==> config.mk <==
export PLATFORM = sky130hd
export DESIGN_NAME = stfc_ctrl
export DESIGN_NICKNAME = d
export VERILOG_FILES = /design/src/rtl/core/stfc_pkg.sv /design/src/rtl/core/stfc_ctrl.sv
export SDC_FILE = /design/constraint.sdc
export NUM_CORES = 1
export LEC_CHECK = 0
export ABC_AREA = 1
export BUFFER_PORTS_ARGS = -buffer_cell sky130_fd_sc_hd__buf_4
export CORE_MARGIN = 4
export CORE_UTILIZATION = 59
export CTS_CLUSTER_SIZE = 16
export DETAILED_ROUTE_END_ITERATION = 16
export GPL_ROUTABILITY_DRIVEN = 0
export PLACE_DENSITY = 0.79
export REMOVE_ABC_BUFFERS = 1
export SLEW_MARGIN = 0
export SYNTH_ARGS = -nofsm -noshare
export SYNTH_HDL_FRONTEND = slang
export SYNTH_SLANG_ARGS = --single-unit
==> constraint.sdc <==
create_clock -name clk_i -period 2.9 [get_ports clk_i]
set_input_delay 0.29 -clock clk_i [delete_from_list [all_inputs] [get_ports clk_i]]
set_output_delay 0.29 -clock clk_i [all_outputs]
set_load 0.01 [all_outputs]
==> src/rtl/core/stfc_pkg.sv <==
// Package for the sprite tile flip copy block: request and response types,
// register indexes, dimension tables and the row mirror function. No dependencies.
package stfc_pkg;

  typedef struct packed {
    logic        operation;
    logic [9:0]  tile_index;
    logic [2:0]  tile_row;
    logic [31:0] tile_word;
    logic [15:0] map_entry;
  } in_item_t;

  typedef struct packed {
    logic [31:0] pixel_word;
    logic [2:0]  out_row;
    logic        last_of_tile;
    logic        last_of_sprite;
  } out_item_t;

  // Map-counter decision for the entry at the input.
  typedef struct packed {
    logic emit;
    logic last_sprite;
  } map_dec_t;

  localparam logic [1:0] CfgShape = 2'd0;
  localparam logic [1:0] CfgSize  = 2'd1;

  localparam logic OpRowWrite = 1'b0;
  localparam logic OpMapEntry = 1'b1;

  localparam int unsigned MapStride = 32;

  // [shape][size], shape 3 behaves as square
  localparam logic [3:0] DimW [4][4] = '{
    '{4'd1, 4'd2, 4'd4, 4'd8}, '{4'd2, 4'd4, 4'd4, 4'd8},
    '{4'd1, 4'd1, 4'd2, 4'd4}, '{4'd1, 4'd2, 4'd4, 4'd8}
  };
  localparam logic [3:0] DimH [4][4] = '{
    '{4'd1, 4'd2, 4'd4, 4'd8}, '{4'd1, 4'd1, 4'd2, 4'd4},
    '{4'd2, 4'd4, 4'd4, 4'd8}, '{4'd1, 4'd2, 4'd4, 4'd8}
  };

  function automatic logic [31:0] mirror_row(input logic [31:0] v);
    logic [31:0] r;
    r = '0;
    for (int k = 0; k < 8; k++) begin
      r[4*(7-k) +: 4] = v[4*k +: 4];
    end
    return r;
  endfunction

endpackage

==> src/rtl/core/stfc_ctrl.sv <==
// Shape/size registers and tilemap column/row counters.
// Depends on stfc_pkg.
module stfc_ctrl (
  input  logic              clk_i,
  input  logic              rst_ni,
  input  logic              cfg_we_i,
  input  logic [1:0]        cfg_index_i,
  input  logic [1:0]        cfg_data_i,
  input  logic              map_acc_i,
  output stfc_pkg::map_dec_t dec_o
);
  import stfc_pkg::*;

  logic [1:0] shape_q, size_q;
  logic [4:0] col_q, col_d;
  logic [2:0] row_q, row_d;
  logic [3:0] w, h;
  logic       last_row, in_sprite, last_sprite;

  assign w           = DimW[shape_q][size_q];
  assign h           = DimH[shape_q][size_q];
  assign last_row    = ({1'b0, row_q} + 4'd1) >= h;
  assign in_sprite   = col_q < {1'b0, w};
  assign last_sprite = in_sprite && (col_q == ({1'b0, w} - 5'd1)) && last_row;

  always_comb begin
    col_d = col_q;
    row_d = row_q;
    if (map_acc_i) begin
      if (last_sprite) begin
        col_d = '0;
        row_d = '0;
      end else if ({1'b0, col_q} + 6'd1 >= 6'(MapStride)) begin
        col_d = '0;
        row_d = last_row ? 3'd0 : row_q + 3'd1;
      end else begin
        col_d = col_q + 5'd1;
      end
    end
  end

  always_ff @(posedge clk_i or negedge rst_ni) begin
    if (!rst_ni) begin
      shape_q <= '0;
      size_q  <= '0;
      col_q   <= '0;
      row_q   <= '0;
    end else begin
      col_q <= col_d;
      row_q <= row_d;
      if (cfg_we_i) begin
        unique case (cfg_index_i)
          CfgShape: shape_q <= cfg_data_i;
          CfgSize:  size_q  <= cfg_data_i;
          default:  ;
        endcase
      end
    end
  end

  assign dec_o.emit        = in_sprite;
  assign dec_o.last_sprite = last_sprite;

endmodule

==> metrics list <==
- After detailed routing, the average wire length per cell comes to 11.70 um.
* Area of the mapped netlist: 1189 um^2
* Leakage dissipation: 0.7195 nW
- Worst Path Class, Setup: reg -> out
- Final number of setup-violating endpoints: 0
- GRT overflow: 0
- Worst Setup Slack post-DPL: 0.3914 ns
- TritonCTS created 3 clock buffers.
- The initial utilization of the core area, before any placement, comes to 0.6529.
- In this run, the number of DRC markers left after iteration 0 of detailed routing was 21.
- Clock insertion delay at the later pin of the skew report: 0.28 ns
* Post-synthesis cell type with the largest combined area: sky130_fd_sc_hd__dfrtp_1
- Die area: 2797 um^2
* Final worst-path cycle share: 0.9400
* TritonCTS clock tree: yes
- Hold Vio Cnt, Final: 0
- Number of remaining DRC errors: 0
- In this run the critical register-to-register path is captured at row_q[1].
* Startpoint kind of the worst setup timing path: flip-flop
- The area growth from synthesis to layout is 12.63%.
* Leading cell type in the layout, fill and taps excluded: sky130_fd_sc_hd__nand2_1
- Wires add up to 2.376 mm.
- Count of inserted antenna diode cells: 0
- I/O Buffers: 9
* Outcome: finished, final reports clean
* Arrival time reported for the critical path endpoint: 2.44 ns
- Class of the most critical hold timing path: in -> reg
- IO Count: 10
- The average instance in the mapped netlist occupies 7.248 um^2.
- Deepest clock path buffer count: 2
- The floorplan step defined a core boundary enclosing 1821 um^2.
- In the global route stage, overall resource usage came out at 0.2064.
* Avg Vias per Cell: 5.187
- Data on the critical path is required at its endpoint by 2.61 ns.
- Final hold analysis gives a worst-case slack of 0.2900 ns.
- Number of flops mapped to enable cells by yosys: 0
- The worst path needs 2.726 ns of the cycle, external delays included.
* Antenna Nets Post-Route: 0
- For this run, the register share of the synthesized area comes to 0.2526.
- Of the cells placed in the final design, the portion with a size suffix greater than 1 is 0.2472.
- R2r startpoint: shape_q[0]
- Power comes to 1.074 mW.
- Setup slack on the critical path of the routed design comes to 0.1739 ns.
- The final number of max-transition violations is 0.
- Die Y-Extent: 52.89 um
* Yosys warns: 0
- For this design the ratio of total power to cell area is 802.3 nW/um^2.
- Cell area after placement: 1257 um^2
- Half-perimeter wire length after placement: 1.918 mm
- Synthesized netlist cell count: 164
- In the synthesized netlist the async set-or-reset flop fraction comes to 1.000.
- Commonest non-fill, non-tap cells in the layout: 35 x sky130_fd_sc_hd__nand2_1, 21 x sky130_fd_sc_hd__inv_1, 14 x sky130_fd_sc_hd__nand3_1, 14 x sky130_fd_sc_hd__ha_1, 14 x sky130_fd_sc_hd__buf_4
- For this run, the post-layout net count is 201.
- Number of global-route vias before repair: 966
- Primary FF master, synth: sky130_fd_sc_hd__dfrtp_1
- Post-CTS clock slew at the launch and capture registers of the worst setup and hold paths: 0.08 ns
- The tool flagged a number of max-cap violations equal to 0.
- The critical path starts at shape_q[0].
* Worst voltage drop across the vdd grid: 644.1 uV
- The number of cells on the worst reg-to-reg path is 17.
- Clock tree synthesis found a total of 12 sinks.
- For this run, the top clock speed supported by timing is 366.8 MHz.
- The tree is rooted in a sky130_fd_sc_hd__clkbuf_4.
* Wire length of the first global-routing pass: 4.243 mm
- Maximum number of pins on one net before global-route repair: 14
- Top-area cell type share of the netlist area: 0.2526
- Total placed cells including tap cells: 194
- Summing all non-filler instances in the final layout gives an area of 1339 um^2.
* Main area contributors after synthesis: sky130_fd_sc_hd__dfrtp_1 25%, sky130_fd_sc_hd__ha_1 15%, sky130_fd_sc_hd__nand2_1 11%
* Total of flip-flops plus latches after synthesis: 12
- Critical path fanouts, max: 4
- CTS built an H-tree with a depth of 1.
- After floorplanning, the core was divided into 15 placement rows.
- Via count of the routed design: 1053
- Worst reg2reg setup slack: 0.52 ns
- The number of antenna violations at the first check in global routing was 0.
- In this run, distinct cell masters in the synthesized netlist total 28.
- Once layout is complete, the cells apart from fillers number 203.
- Between clock sinks in the finished design, the worst skew comes to 0.008014 ns.
- Crit path capture type: primary output
- Measured against its own limit, the worst slew margin works out to 0.6966.
- The critical path ends at dec_o[0].
- Number of detailed-route iterations in the first pass: 4
* Slew of the pin with the lowest slew margin: 0.4551 ns
- In this run the horizontal extent of the chip is 52.89 um.
## metal layers
layer  track usage  up-vias  routed length, um
met5             0        -                  0
li1              -      562                  -
met1        0.2877      478               1235
met3       0.03380        3                 37
met4       0.07660        0                 21
met2        0.3182       10               1082
## how the worst min path moves through the flow
stage	from	to	slack, ns	cells past startpoint
final	map_acc_i	col_q[3]	0.29	2
after global routing	map_acc_i	col_q[4]	0.31	2
after CTS	map_acc_i	col_q[3]	0.28	2
after floorplan	rst_ni	col_q[0]	-0.006	0
after detailed placement	rst_ni	col_q[1]	0.13	1
after global placement	rst_ni	col_q[0]	0.13	1
## kinds of logic after synthesis
family / synth area share
compound gates: 0.08949
buf+inv: 0.1147
xor+xnor: 0.02211
fa+ha+maj: 0.1474
flops: 0.2526
simple gates: 0.3737
## cells in the mapped netlist (all sizes together) (2+ instances only)
| library cell | instances |
|---|---|
| xor2 | 3 |
| nand4 | 6 |
| or2 | 2 |
| nor3 | 2 |
| o21ai | 6 |
| inv | 25 |
| ha | 14 |
| nand3 | 18 |
| nor2 | 8 |
| buf | 4 |
| nand2 | 48 |
| dfrtp | 12 |
| a21oi | 9 |
## layout make-up
type	instances	area, um^2
fill	150	481.7
sequential	12	300.3
multi-input combinational	122	757.0
inverter	25	98.84
tap	25	31.28
timing repair buffer	15	115.1
clock buffer	4	36.28
## flip-flops by register name, summed over array words and instances, names as in the netlist
signal and count:
row_q 3, size_q 2, shape_q 2, col_q 5
## critical path, cell delays in order, from the launching register on
cell and delay [ns]:
sky130_fd_sc_hd__dfrtp_1 0.44, sky130_fd_sc_hd__inv_2 0.06, sky130_fd_sc_hd__ha_1 0.27, sky130_fd_sc_hd__nand2_1 0.07
sky130_fd_sc_hd__nand3_1 0.12, sky130_fd_sc_hd__nand2_1 0.07, sky130_fd_sc_hd__ha_1 0.29, sky130_fd_sc_hd__inv_1 0.04
sky130_fd_sc_hd__nor2_1 0.10, sky130_fd_sc_hd__o211ai_1 0.11, sky130_fd_sc_hd__nand3_2 0.11, sky130_fd_sc_hd__nand2_1 0.07
sky130_fd_sc_hd__nor2_2 0.09, sky130_fd_sc_hd__nand3_2 0.13, sky130_fd_sc_hd__inv_2 0.09, sky130_fd_sc_hd__buf_4 0.12
## where the power goes
part	internal (mW)	leakage, nW	switching [mW]
combinational	0.283	0.547	0.369
sequential	0.216	0.151	0.0744
clock	0.0764	0.0210	0.0545
## through the flow
stage          setup TNS (ns)  utilization
6_report                    0       0.7354
5_1_grt             -0.009772       0.7354
4_1_cts                     0       0.7162
3_5_place_dp                0       0.6907
3_3_place_gp                0       0.6907
2_1_floorplan               0            -
## repair_timing
item,CTS,global route
hold buffers,1,0
setup buffers,0,4
resized for setup,0,3
endpoints found under the hold margin,12,0
setup endpoints to repair,0,1
No activity file was read; power rests on OpenSTA's default activity.
